==> config.mk <==
export PLATFORM = sky130hd
export DESIGN_NAME = sha256_stream_hasher
export DESIGN_NICKNAME = d
export VERILOG_FILES = /design/src/rtl/core/shs_pkg.sv /design/src/rtl/core/shs_front.sv /design/src/rtl/core/shs_fifo.sv /design/src/rtl/core/shs_core.sv /design/src/rtl/core/sha256_stream_hasher.sv
export SDC_FILE = /design/constraint.sdc
export NUM_CORES = 2
export LEC_CHECK = 0
export BUFFER_PORTS_ARGS = -buffer_cell sky130_fd_sc_hd__clkbuf_2
export CAP_MARGIN = 10
export CELL_PAD_IN_SITES_DETAIL_PLACEMENT = 1
export CELL_PAD_IN_SITES_GLOBAL_PLACEMENT = 1
export CORE_ASPECT_RATIO = 1.4
export CORE_MARGIN = 2
export CORE_UTILIZATION = 40
export DETAILED_ROUTE_END_ITERATION = 6
export GPL_ROUTABILITY_DRIVEN = 0
export PLACE_DENSITY = 0.65
export SLEW_MARGIN = 0
export SYNTH_ARGS = -nofsm -noshare
export SYNTH_HDL_FRONTEND = slang
export SYNTH_SLANG_ARGS = --single-unit
==> constraint.sdc <==
create_clock -name clk -period 23.7 [get_ports clk]
set_clock_uncertainty 0.2 [all_clocks]
set_input_delay 1.185 -clock clk [delete_from_list [all_inputs] [get_ports clk]]
set_output_delay 1.185 -clock clk [all_outputs]
set_load 0.02 [all_outputs]
==> src/rtl/core/shs_pkg.sv <==
// Shared types, constants and round functions for the SHA-256 stream hasher.
package shs_pkg;

	localparam int QDepth = 4;
	localparam int QPtrW  = $clog2(QDepth);

	typedef struct packed {
		logic [31:0] message_word;
		logic [2:0]  byte_count;
		logic        end_of_message;
	} in_item_t;

	typedef struct packed {
		logic [31:0] digest_word;
		logic [2:0]  word_index;
		logic        final_word;
	} out_item_t;

	// One packed block word handed from the front to the compression engine.
	typedef struct packed {
		logic [31:0] word;
		logic        last;
	} blk_word_t;

	// Queue status seen by the front.
	typedef struct packed {
		logic full;
		logic empty;
	} q_stat_t;

	localparam logic [31:0] RoundK [64] = '{
		32'h428a2f98, 32'h71374491, 32'hb5c0fbcf, 32'he9b5dba5,
		32'h3956c25b, 32'h59f111f1, 32'h923f82a4, 32'hab1c5ed5,
		32'hd807aa98, 32'h12835b01, 32'h243185be, 32'h550c7dc3,
		32'h72be5d74, 32'h80deb1fe, 32'h9bdc06a7, 32'hc19bf174,
		32'he49b69c1, 32'hefbe4786, 32'h0fc19dc6, 32'h240ca1cc,
		32'h2de92c6f, 32'h4a7484aa, 32'h5cb0a9dc, 32'h76f988da,
		32'h983e5152, 32'ha831c66d, 32'hb00327c8, 32'hbf597fc7,
		32'hc6e00bf3, 32'hd5a79147, 32'h06ca6351, 32'h14292967,
		32'h27b70a85, 32'h2e1b2138, 32'h4d2c6dfc, 32'h53380d13,
		32'h650a7354, 32'h766a0abb, 32'h81c2c92e, 32'h92722c85,
		32'ha2bfe8a1, 32'ha81a664b, 32'hc24b8b70, 32'hc76c51a3,
		32'hd192e819, 32'hd6990624, 32'hf40e3585, 32'h106aa070,
		32'h19a4c116, 32'h1e376c08, 32'h2748774c, 32'h34b0bcb5,
		32'h391c0cb3, 32'h4ed8aa4a, 32'h5b9cca4f, 32'h682e6ff3,
		32'h748f82ee, 32'h78a5636f, 32'h84c87814, 32'h8cc70208,
		32'h90befffa, 32'ha4506ceb, 32'hbef9a3f7, 32'hc67178f2
	};

	localparam logic [31:0] InitH [8] = '{
		32'h6a09e667, 32'hbb67ae85, 32'h3c6ef372, 32'ha54ff53a,
		32'h510e527f, 32'h9b05688c, 32'h1f83d9ab, 32'h5be0cd19
	};

	localparam logic [7:0] PadMark = 8'h80;
	localparam logic [3:0] LenHiIdx = 4'd14;
	localparam logic [3:0] LenLoIdx = 4'd15;

	function automatic logic [31:0] rotr(input logic [31:0] x, input int n);
		return (x >> n) | (x << (32 - n));
	endfunction

	function automatic logic [31:0] big_sig0(input logic [31:0] x);
		return rotr(x, 2) ^ rotr(x, 13) ^ rotr(x, 22);
	endfunction

	function automatic logic [31:0] big_sig1(input logic [31:0] x);
		return rotr(x, 6) ^ rotr(x, 11) ^ rotr(x, 25);
	endfunction

	function automatic logic [31:0] small_sig0(input logic [31:0] x);
		return rotr(x, 7) ^ rotr(x, 18) ^ (x >> 3);
	endfunction

	function automatic logic [31:0] small_sig1(input logic [31:0] x);
		return rotr(x, 17) ^ rotr(x, 19) ^ (x >> 10);
	endfunction

endpackage

==> src/rtl/core/shs_front.sv <==
// Front end: packs message bytes into block words and generates the padding.
module shs_front (
	input  logic                clk,
	input  logic                arst_n,
	input  logic                push,
	output logic                full,
	input  shs_pkg::in_item_t   item,
	input  shs_pkg::q_stat_t    q_stat,
	output logic                q_push,
	output shs_pkg::blk_word_t  q_data
);

	typedef enum logic {ST_IDLE, ST_PAD} state_t;

	state_t       state_q;
	logic [31:0]  partial_q;
	logic [5:0]   fill_q;
	logic [60:0]  len_q;
	logic         first_q;
	logic         hi_done_q;

	logic [2:0]   cnt;
	logic [1:0]   pos;
	logic [3:0]   widx;
	logic [31:0]  mask;
	logic [63:0]  shifted;
	logic [63:0]  combined;
	logic [2:0]   span;
	logic [63:0]  bits;
	logic         accept;
	logic [31:0]  pad_word;
	logic         pad_last;

	assign pos  = fill_q[1:0];
	assign widx = fill_q[5:2];
	assign cnt  = (item.byte_count > 3'd4) ? 3'd4 : item.byte_count;
	assign mask = (cnt == 3'd0) ? 32'h0 : ~(32'hFFFF_FFFF >> {cnt, 3'b000});
	assign shifted  = {item.message_word & mask, 32'h0} >> {pos, 3'b000};
	assign combined = {partial_q, 32'h0} | shifted;
	assign span     = {1'b0, pos} + cnt;
	assign bits     = {len_q, 3'b000};

	assign full   = (state_q != ST_IDLE) || q_stat.full;
	assign accept = push && !full;

	always_comb begin
		pad_last = 1'b0;
		priority if (!first_q) begin
			pad_word = partial_q | ({shs_pkg::PadMark, 24'h0} >> {pos, 3'b000});
		end else if (widx == shs_pkg::LenHiIdx) begin
			pad_word = bits[63:32];
		end else if (widx == shs_pkg::LenLoIdx && hi_done_q) begin
			pad_word = bits[31:0];
			pad_last = 1'b1;
		end else begin
			pad_word = 32'h0;
		end
	end

	always_comb begin
		q_push = 1'b0;
		q_data = '{word: combined[63:32], last: 1'b0};
		if (state_q == ST_IDLE) begin
			q_push = accept && (span >= 3'd4);
		end else begin
			q_push = !q_stat.full;
			q_data = '{word: pad_word, last: pad_last};
		end
	end

	always_ff @(posedge clk or negedge arst_n) begin
		if (!arst_n) begin
			state_q   <= ST_IDLE;
			partial_q <= '0;
			fill_q    <= '0;
			len_q     <= '0;
			first_q   <= 1'b0;
			hi_done_q <= 1'b0;
		end else begin
			unique case (state_q)
				ST_IDLE: begin
					if (accept) begin
						partial_q <= (span >= 3'd4) ? combined[31:0] : combined[63:32];
						fill_q    <= fill_q + {3'b000, cnt};
						len_q     <= len_q + {58'h0, cnt};
						if (item.end_of_message) begin
							state_q   <= ST_PAD;
							first_q   <= 1'b0;
							hi_done_q <= 1'b0;
						end
					end
				end
				ST_PAD: begin
					if (!q_stat.full) begin
						fill_q  <= {widx + 4'd1, 2'b00};
						first_q <= 1'b1;
						if (first_q && widx == shs_pkg::LenHiIdx) begin
							hi_done_q <= 1'b1;
						end
						if (pad_last) begin
							// message done: drop length and return to packing
							state_q   <= ST_IDLE;
							partial_q <= '0;
							fill_q    <= '0;
							len_q     <= '0;
						end
					end
				end
				default: state_q <= ST_IDLE;
			endcase
		end
	end

endmodule

==> src/rtl/core/shs_fifo.sv <==
// Short word queue between the packing front and the compression engine.
module shs_fifo (
	input  logic                clk,
	input  logic                arst_n,
	input  logic                wr,
	input  shs_pkg::blk_word_t  wdata,
	input  logic                rd,
	output shs_pkg::blk_word_t  rdata,
	output shs_pkg::q_stat_t    stat
);

	shs_pkg::blk_word_t            mem_q [shs_pkg::QDepth];
	logic [shs_pkg::QPtrW-1:0]     wptr_q;
	logic [shs_pkg::QPtrW-1:0]     rptr_q;
	logic [shs_pkg::QPtrW:0]       count_q;
	logic                          do_wr;
	logic                          do_rd;

	assign stat.full  = (count_q == (shs_pkg::QPtrW+1)'(shs_pkg::QDepth));
	assign stat.empty = (count_q == '0);
	assign do_wr = wr && !stat.full;
	assign do_rd = rd && !stat.empty;
	assign rdata = mem_q[rptr_q];

	always_ff @(posedge clk) begin
		if (do_wr) begin
			mem_q[wptr_q] <= wdata;
		end
	end

	always_ff @(posedge clk or negedge arst_n) begin
		if (!arst_n) begin
			wptr_q  <= '0;
			rptr_q  <= '0;
			count_q <= '0;
		end else begin
			if (do_wr) wptr_q <= wptr_q + 1'b1;
			if (do_rd) rptr_q <= rptr_q + 1'b1;
			count_q <= count_q + {{shs_pkg::QPtrW{1'b0}}, do_wr}
				- {{shs_pkg::QPtrW{1'b0}}, do_rd};
		end
	end

endmodule

==> src/rtl/core/shs_core.sv <==
// Back end: 64-round compression, one round per cycle, and digest readout.
module shs_core (
	input  logic                clk,
	input  logic                arst_n,
	input  shs_pkg::q_stat_t    q_stat,
	input  shs_pkg::blk_word_t  q_data,
	output logic                q_pop,
	output logic                empty,
	input  logic                pop,
	output shs_pkg::out_item_t  result
);

	typedef enum logic [1:0] {ST_LOAD, ST_RUN, ST_ADD, ST_OUT} state_t;

	state_t       state_q;
	logic [31:0]  win_q [16];
	logic [31:0]  v_q [8];
	logic [31:0]  h_q [8];
	logic [3:0]   cnt_q;
	logic [5:0]   rnd_q;
	logic [2:0]   oidx_q;
	logic         blk_last_q;

	logic [31:0]  ch;
	logic [31:0]  mj;
	logic [31:0]  t1;
	logic [31:0]  t2;
	logic [31:0]  w_new;

	assign ch = (v_q[4] & v_q[5]) ^ (~v_q[4] & v_q[6]);
	assign mj = (v_q[0] & v_q[1]) ^ (v_q[0] & v_q[2]) ^ (v_q[1] & v_q[2]);
	assign t1 = v_q[7] + shs_pkg::big_sig1(v_q[4]) + ch + shs_pkg::RoundK[rnd_q] + win_q[0];
	assign t2 = shs_pkg::big_sig0(v_q[0]) + mj;
	assign w_new = win_q[0] + shs_pkg::small_sig0(win_q[1]) + win_q[9]
		+ shs_pkg::small_sig1(win_q[14]);

	assign q_pop = (state_q == ST_LOAD) && !q_stat.empty;
	assign empty = (state_q != ST_OUT);
	assign result = '{digest_word: h_q[oidx_q], word_index: oidx_q,
		final_word: (oidx_q == 3'd7)};

	always_ff @(posedge clk) begin
		if (q_pop) begin
			for (int i = 0; i < 15; i++) win_q[i] <= win_q[i+1];
			win_q[15] <= q_data.word;
		end else if (state_q == ST_RUN) begin
			for (int i = 0; i < 15; i++) win_q[i] <= win_q[i+1];
			win_q[15] <= w_new;
		end
		if (state_q == ST_LOAD) begin
			for (int i = 0; i < 8; i++) v_q[i] <= h_q[i];
		end else if (state_q == ST_RUN) begin
			v_q[7] <= v_q[6];
			v_q[6] <= v_q[5];
			v_q[5] <= v_q[4];
			v_q[4] <= v_q[3] + t1;
			v_q[3] <= v_q[2];
			v_q[2] <= v_q[1];
			v_q[1] <= v_q[0];
			v_q[0] <= t1 + t2;
		end
	end

	always_ff @(posedge clk or negedge arst_n) begin
		if (!arst_n) begin
			state_q    <= ST_LOAD;
			cnt_q      <= '0;
			rnd_q      <= '0;
			oidx_q     <= '0;
			blk_last_q <= 1'b0;
			for (int i = 0; i < 8; i++) h_q[i] <= shs_pkg::InitH[i];
		end else begin
			unique case (state_q)
				ST_LOAD: begin
					if (q_pop) begin
						blk_last_q <= q_data.last;
						cnt_q      <= cnt_q + 4'd1;
						if (cnt_q == 4'd15) begin
							state_q <= ST_RUN;
							rnd_q   <= '0;
						end
					end
				end
				ST_RUN: begin
					rnd_q <= rnd_q + 6'd1;
					if (rnd_q == 6'd63) state_q <= ST_ADD;
				end
				ST_ADD: begin
					for (int i = 0; i < 8; i++) h_q[i] <= h_q[i] + v_q[i];
					oidx_q  <= '0;
					state_q <= blk_last_q ? ST_OUT : ST_LOAD;
				end
				ST_OUT: begin
					if (pop) begin
						oidx_q <= oidx_q + 3'd1;
						if (oidx_q == 3'd7) begin
							for (int i = 0; i < 8; i++) h_q[i] <= shs_pkg::InitH[i];
							blk_last_q <= 1'b0;
							state_q    <= ST_LOAD;
						end
					end
				end
				default: state_q <= ST_LOAD;
			endcase
		end
	end

endmodule

==> src/rtl/core/sha256_stream_hasher.sv <==
// Top level of the SHA-256 stream hasher: packing front, word queue, compression back.
//
//  channel   direction  handshake           payload
//  item      in         push / full         message_word, byte_count, end_of_message
//  result    out        pop / empty         digest_word, word_index, final_word
//
// Flow: the back end loads a block of 16 words from the queue, runs 64 rounds
// (one per cycle) and then folds the working variables into the hash.
// The front packs at most one word per cycle and pads at one word per cycle while the queue is not full.
// Reset: arst_n clears all control state and loads the initial hash values.
// Stalls: the 4-word queue lets the front keep taking transactions, until it fills, while the
// back end compresses or waits for the eight digest transactions to be popped.
module sha256_stream_hasher (
	input  logic                clk,
	input  logic                arst_n,
	input  logic                push,
	output logic                full,
	input  shs_pkg::in_item_t   item,
	output logic                empty,
	input  logic                pop,
	output shs_pkg::out_item_t  result
);

	shs_pkg::q_stat_t    q_stat;
	shs_pkg::blk_word_t  q_wdata;
	shs_pkg::blk_word_t  q_rdata;
	logic                q_push;
	logic                q_pop;

	// Pack bytes into words and append padding and bit length.
	shs_front u_front (
		.clk    (clk),
		.arst_n (arst_n),
		.push   (push),
		.full   (full),
		.item   (item),
		.q_stat (q_stat),
		.q_push (q_push),
		.q_data (q_wdata)
	);

	// Decouple the two halves.
	shs_fifo u_fifo (
		.clk    (clk),
		.arst_n (arst_n),
		.wr     (q_push),
		.wdata  (q_wdata),
		.rd     (q_pop),
		.rdata  (q_rdata),
		.stat   (q_stat)
	);

	// Compress each block; after a block tagged last, hold the digest for readout.
	shs_core u_core (
		.clk    (clk),
		.arst_n (arst_n),
		.q_stat (q_stat),
		.q_data (q_rdata),
		.q_pop  (q_pop),
		.empty  (empty),
		.pop    (pop),
		.result (result)
	);

	// The final digest word is always index seven.
	a_final_idx: assert property (@(posedge clk) disable iff (!arst_n)
		!empty |-> (result.final_word == (result.word_index == 3'd7)))
		else $error("final_word does not match word_index");

	// Popping the last digest word ends the readout.
	a_end_readout: assert property (@(posedge clk) disable iff (!arst_n)
		(pop && !empty && result.final_word) |=> empty)
		else $error("digest readout continued past word seven");

	// A full queue must push back on the input side.
	a_backpressure: assert property (@(posedge clk) disable iff (!arst_n)
		q_stat.full |-> full)
		else $error("input accepted while word queue is full");

	// Readout advances one index per popped transaction.
	a_idx_step: assert property (@(posedge clk) disable iff (!arst_n)
		(pop && !empty && !result.final_word) |=>
		(!empty && result.word_index == $past(result.word_index) + 3'd1))
		else $error("digest word index skipped");

endmodule
* After elaboration in Yosys (flattened, before gate mapping) *
Memory sizes are Yosys's and may differ from the RTL's.
Cells that the tools add are included.

storage, ports and cells
  register bits after elaboration = 381
  bits in writable memories = 900
  bits in read-only memories = 2048
  output and inout port bits = 38
  word-level logic and storage cells = 261
  memories kept = 4

cells by class
  add/subtract/negate cells = 29
  order comparisons = 4
  eq/ne operators = 20
  shift-type cells = 3
  muxes and demuxes = 94
  bitwise gates (word level) = 58
  reduce and logical (&&, ||, !) cells = 27

memory list
  name              depth  width  rd ports  clocked after memory_dff  wr ports  RTL line        RTL
  (name not given)  64     32     1         0                         0         shs_core.sv:32  assign t1 = v_q[7] + shs_pkg::big_sig1(v_q[4]) + ch + shs_pkg::RoundK[rnd_q] + win_q[0];
  u_core.win_q      16     32     16        0                         16        shs_core.sv:16  logic [31:0] win_q [16];
  u_core.v_q        8      32     8         0                         8         shs_core.sv:17  logic [31:0] v_q [8];
  u_fifo.mem_q      4      33     1         0                         1         shs_fifo.sv:12  shs_pkg::blk_word_t mem_q [shs_pkg::QDepth];

operators by type and width
  cell                                     count
  two-way mux 32 bit                       36
  adder 32 bit                             18
  two-way mux 256 bit                      2
  one-hot mux 256 bit (2 select lines)     1
  XOR 32 bit                               9
  bitwise AND 32 bit                       6
  two-way mux 61 bit                       3
  one-hot mux 61 bit (2 select lines)      1
  binary-select mux 32 bit (select 3 bit)  1
  inverter 32 bit                          2
  OR 64 bit                                1
  one-hot mux 32 bit (2 select lines)      1
  >> shifter 64 x 5 -> 64 bit              1
  adder 61 x 3 -> 61 bit                   1
  two-way mux 33 bit                       1
  OR 10 x 32 -> 32 bit                     1
  OR 13 x 32 -> 32 bit                     1
  OR 14 x 32 -> 32 bit                     1
  OR 15 x 32 -> 32 bit                     1
  OR 19 x 32 -> 32 bit                     1
  OR 21 x 32 -> 32 bit                     1
  OR 25 x 32 -> 32 bit                     1
  OR 26 x 32 -> 32 bit                     1
  OR 30 x 32 -> 32 bit                     1
  other kinds (47)                         142

* Logic depth before layout (Yosys ltp) *
  word-level depth = 11
  gate-level depth with buffers = 42
  depth with buffers taken out = 41

* Hierarchy *
A second synthesis with hierarchy kept.

unflattened totals
  cells, all modules = 7446
  area total of the unflattened synthesis = 78485.3 µm²

modules (own cells, without submodules)
  module     instances  cells an instance  area each (µm²)
  shs_core   1          6441               66478.8
  shs_front  1          791                6720.2
  shs_fifo   1          214                5286.3

* Worst setup path before layout *
Ideal clock, no wire load.

  path kind = flip-flop to flip-flop
  start point = reg u_core.state_q[1]
  end point = mem u_core.win_q[0][0], enable pin
  library setup time = 3632 ps
  arrival time = 16038 ps
  required time = 19868 ps
  setup slack = 3830 ps
  stages on the path, launching flop included = 7
  path buffers = 3
  cell sequence = dfrtp_1 > clkinv_1 > nand2_1 > clkbuf_1 > clkbuf_1 > clkbuf_1 > nand2_1

RTL lines
  what                    RTL line        RTL
  from (decl)             shs_core.sv:15  state_t state_q;
  from (signal assigned)  shs_core.sv:91  state_q <= blk_last_q ? ST_OUT : ST_LOAD;
  to (decl)               shs_core.sv:16

==> key figures <==
Synthesis
  • Main synth FF type: edfxtp_1
  • Top cells by area, synth: edfxtp_1 (35%), dfrtp_1 (7.9%), ha_1 (6.6%)
  • Net count of the mapped netlist: slightly below 8k
  • Leading area contributor after synthesis: edfxtp_1
  • Syn avg cell area: approximately 11 µm²
  • Seq/Total Area, Yosys: roughly 47%
  • Post-Synthesis Cells: around 7.3k
  • Synth Register Bits: around 1.3k
  • Synth unique cells: 103
  • Synth Warn #: 0
  • Share of the synthesized area in the top cell type: 34.9%
  • Cell area after synthesis: 77500 µm²
  • Ys async rst share: slightly below 30%
  • Post-synth EDFFs: 900

Worst setup path
  • Most used cell, CP: a21oi_1
  • CP Capture Type: register
  • Startpoint Class: register
  • Crit path max-delay family: compound AO/OA/AOI/OAI gates
  • CP arrival: approximately 11000 ps
  • Worst path bufs/invs: 6
  • CP max-delay cell: dfrtp_1
  • Slowest stage delay, CP: ~800 ps
  • Worst-path fanout max: 21
  • WS Path Type: register to register
  • CP required: roughly 24000 ps

STA
  • Slew Limit Fails: 1
  • Max Fclk: 0.0929 GHz
  • Final setup viols: 0
  • Setup TNS: 0 ps
  • Min Tclk post-route: 10770 ps
  • Tcrit/Tclk final: ~45%
  • Actual slew at the worst max-slew pin: approximately 1600 ps
  • RSZ-0062 raised after global routing: no
  • Final hold viol count: 0
  • Slew headroom: -6.77%

Route
  • DR DRC count: 0
  • Vias: roughly 58k
  • Final wirelength: ~270 mm
  • Initial DRC count: around 4.1k
  • ANT nets after route: 0
  • First-pass DRT Iterations: 5
  • Vias per inst: 5.84
  • Wire length per cell: 27.7 µm

Floorplanning
  • Core ar.: between 150000 and 200000 µm²
  • Chip height: about 520 µm
  • Die Footprint: 197000 µm²
  • Initial cell density of the core: between 40% and 50%
  • Cell row count: between 150 and 200
  • I/O pin count: 78
  • Die Wd: about 380 µm

Clocking
  • TritonCTS clock tree: yes
  • Worst-path clk slew: about 60 ps
  • Sink Count: approximately 1.3k
  • Cts hold-fix bufs: 0
  • Skew-Pair Late Insertion Delay: just over 800 ps
  • # Post-CTS Setup Buffers: 0
  • CTS Buf Count: 142
  • Clk root buf: clkbuf_16
  • # H-tree levels: 4
  • Max clock buf depth: 3
  • PostCTS Resize Cnt: 0

Layout
  • Commonest non-fill, non-tap cells in the layout: nand2_1 (1103), edfxtp_1 (900), a21oi_1 (541)
  • Post-layout nets: approximately 8k
  • Share of layout cells above drive strength 1: about a tenth
  • Commonest non-fill, non-tap cell in the layout: nand2_1
  • Area grow syn2layout: 10.1%

Global route
  • First-pass GRT wire length: between 400 and 500 mm
  • Grt ovf: 0
  • Total GRT Usage: 27.7%
  • Initial antenna violation count: 2
  • Vias in the first global route: between 60k and 70k
  • Largest net degree at the start of global routing: ~140

Placement
  • Post-DP HPWL: approximately 200 mm
  • Port bufs: 77

Hold path
  • Worst Hold Class: input pin to asynchronous set/reset pin

Run status
  • Violated checks: slew limit
  • Status: finished, violations left

Run
  • Maxcap violations: 0
## sequential cells by signal (all words and copies together), names as in the netlist, 2 cells and up
register           count
u_fifo.rptr_q          2
u_fifo.mem_q         132
u_core.h_q           256
u_fifo.count_q         3
u_front.len_q         61
u_front.fill_q         6
u_core.cnt_q           4
u_fifo.wptr_q          2
u_core.win_q         512
u_core.v_q           256
u_core.rnd_q           6
u_core.oidx_q          3
u_front.partial_q     32
u_core.state_q         2
## final cells by class
type,count,area (µm²)
inverter,335,1260
clock buffer,188,3880
tap,2509,3140
antenna,1,2.50
sequential,1281,36700
fill,21000,108000
multi-input combinational,5330,38300
clock inverter,76,901
timing repair buffer,160,1080
## path summary, 6_finish.rpt
check,startpoint,to,slack (ps),depth (start not counted)
min in group clk,u_core.win_q[0][498],u_core.win_q[0][466],210,0
worst min register to register,u_core.win_q[0][498],u_core.win_q[0][466],210,0
max in group asynchronous,arst_n,u_core.h_q[62],20940,3
worst min-delay path,arst_n,u_core.h_q[193],170,1
worst max register to register,u_core.rnd_q[0],u_core.v_q[0][31],12930,36
worst max-delay path,u_core.rnd_q[0],u_core.v_q[0][31],12930,36
## cell usage after synthesis (all sizes together) (50+ instances only)
library cell  instances
clkbuf              290
a21o                206
mux4                104
nor2                468
nand2b               70
xor2                242
dfstp               136
o21ai               488
fa                  198
o21a                 55
inv                 331
dfrtp               245
a21oi               544
edfxtp              900
or3                  50
nand3               114
ha                  411
nand2              1108
nor3                105
xnor2               386
o21bai               50
## cell families after synthesis
family | after synthesis | synth area share, %
simple gates | 2110 | 11.8
compound gates | 1816 | 14.9
flops | 1281 | 47.4
buf+inv | 667 | 3.24
xor+xnor | 628 | 7.10
fa+ha+maj | 611 | 11.8
mux | 165 | 3.85
## through the flow
| step | util, % | std cells | area, µm² | setup WS, ps | hold slack (ps) |
|---|---|---|---|---|---|
| 2_1_floorplan | - | 7278 | 77500 | 3830 | 200 |
| 3_3_place_gp | 41.7 | 9615 | 80600 | 13410 | 200 |
| 3_5_place_dp | 41.7 | 9615 | 80600 | 13160 | 205 |
| 4_1_cts | 44.2 | 9879 | 85400 | 13140 | 177 |
| 5_1_grt | 44.2 | 9880 | 85400 | 12360 | 186 |
| 6_report | 44.2 | 9880 | 85400 | 12930 | 171 |
## layer usage
| layer | track usage, % | part of all wire (%) | vias up |
|---|---|---|---|
| met5 | 0 | 0.0047 | - |
| met4 | 19.7 | 8.4 | 2 |
| met3 | 3.50 | 3.8 | 694 |
| met2 | 50.0 | 52 | 1545 |
| met1 | 29.7 | 36 | 29500 |
| li1 | - | - | 26000 |
Power is left out: the tool's default activity adds up to more than one toggle a clock period on the data nets, which glitch-free logic cannot reach.
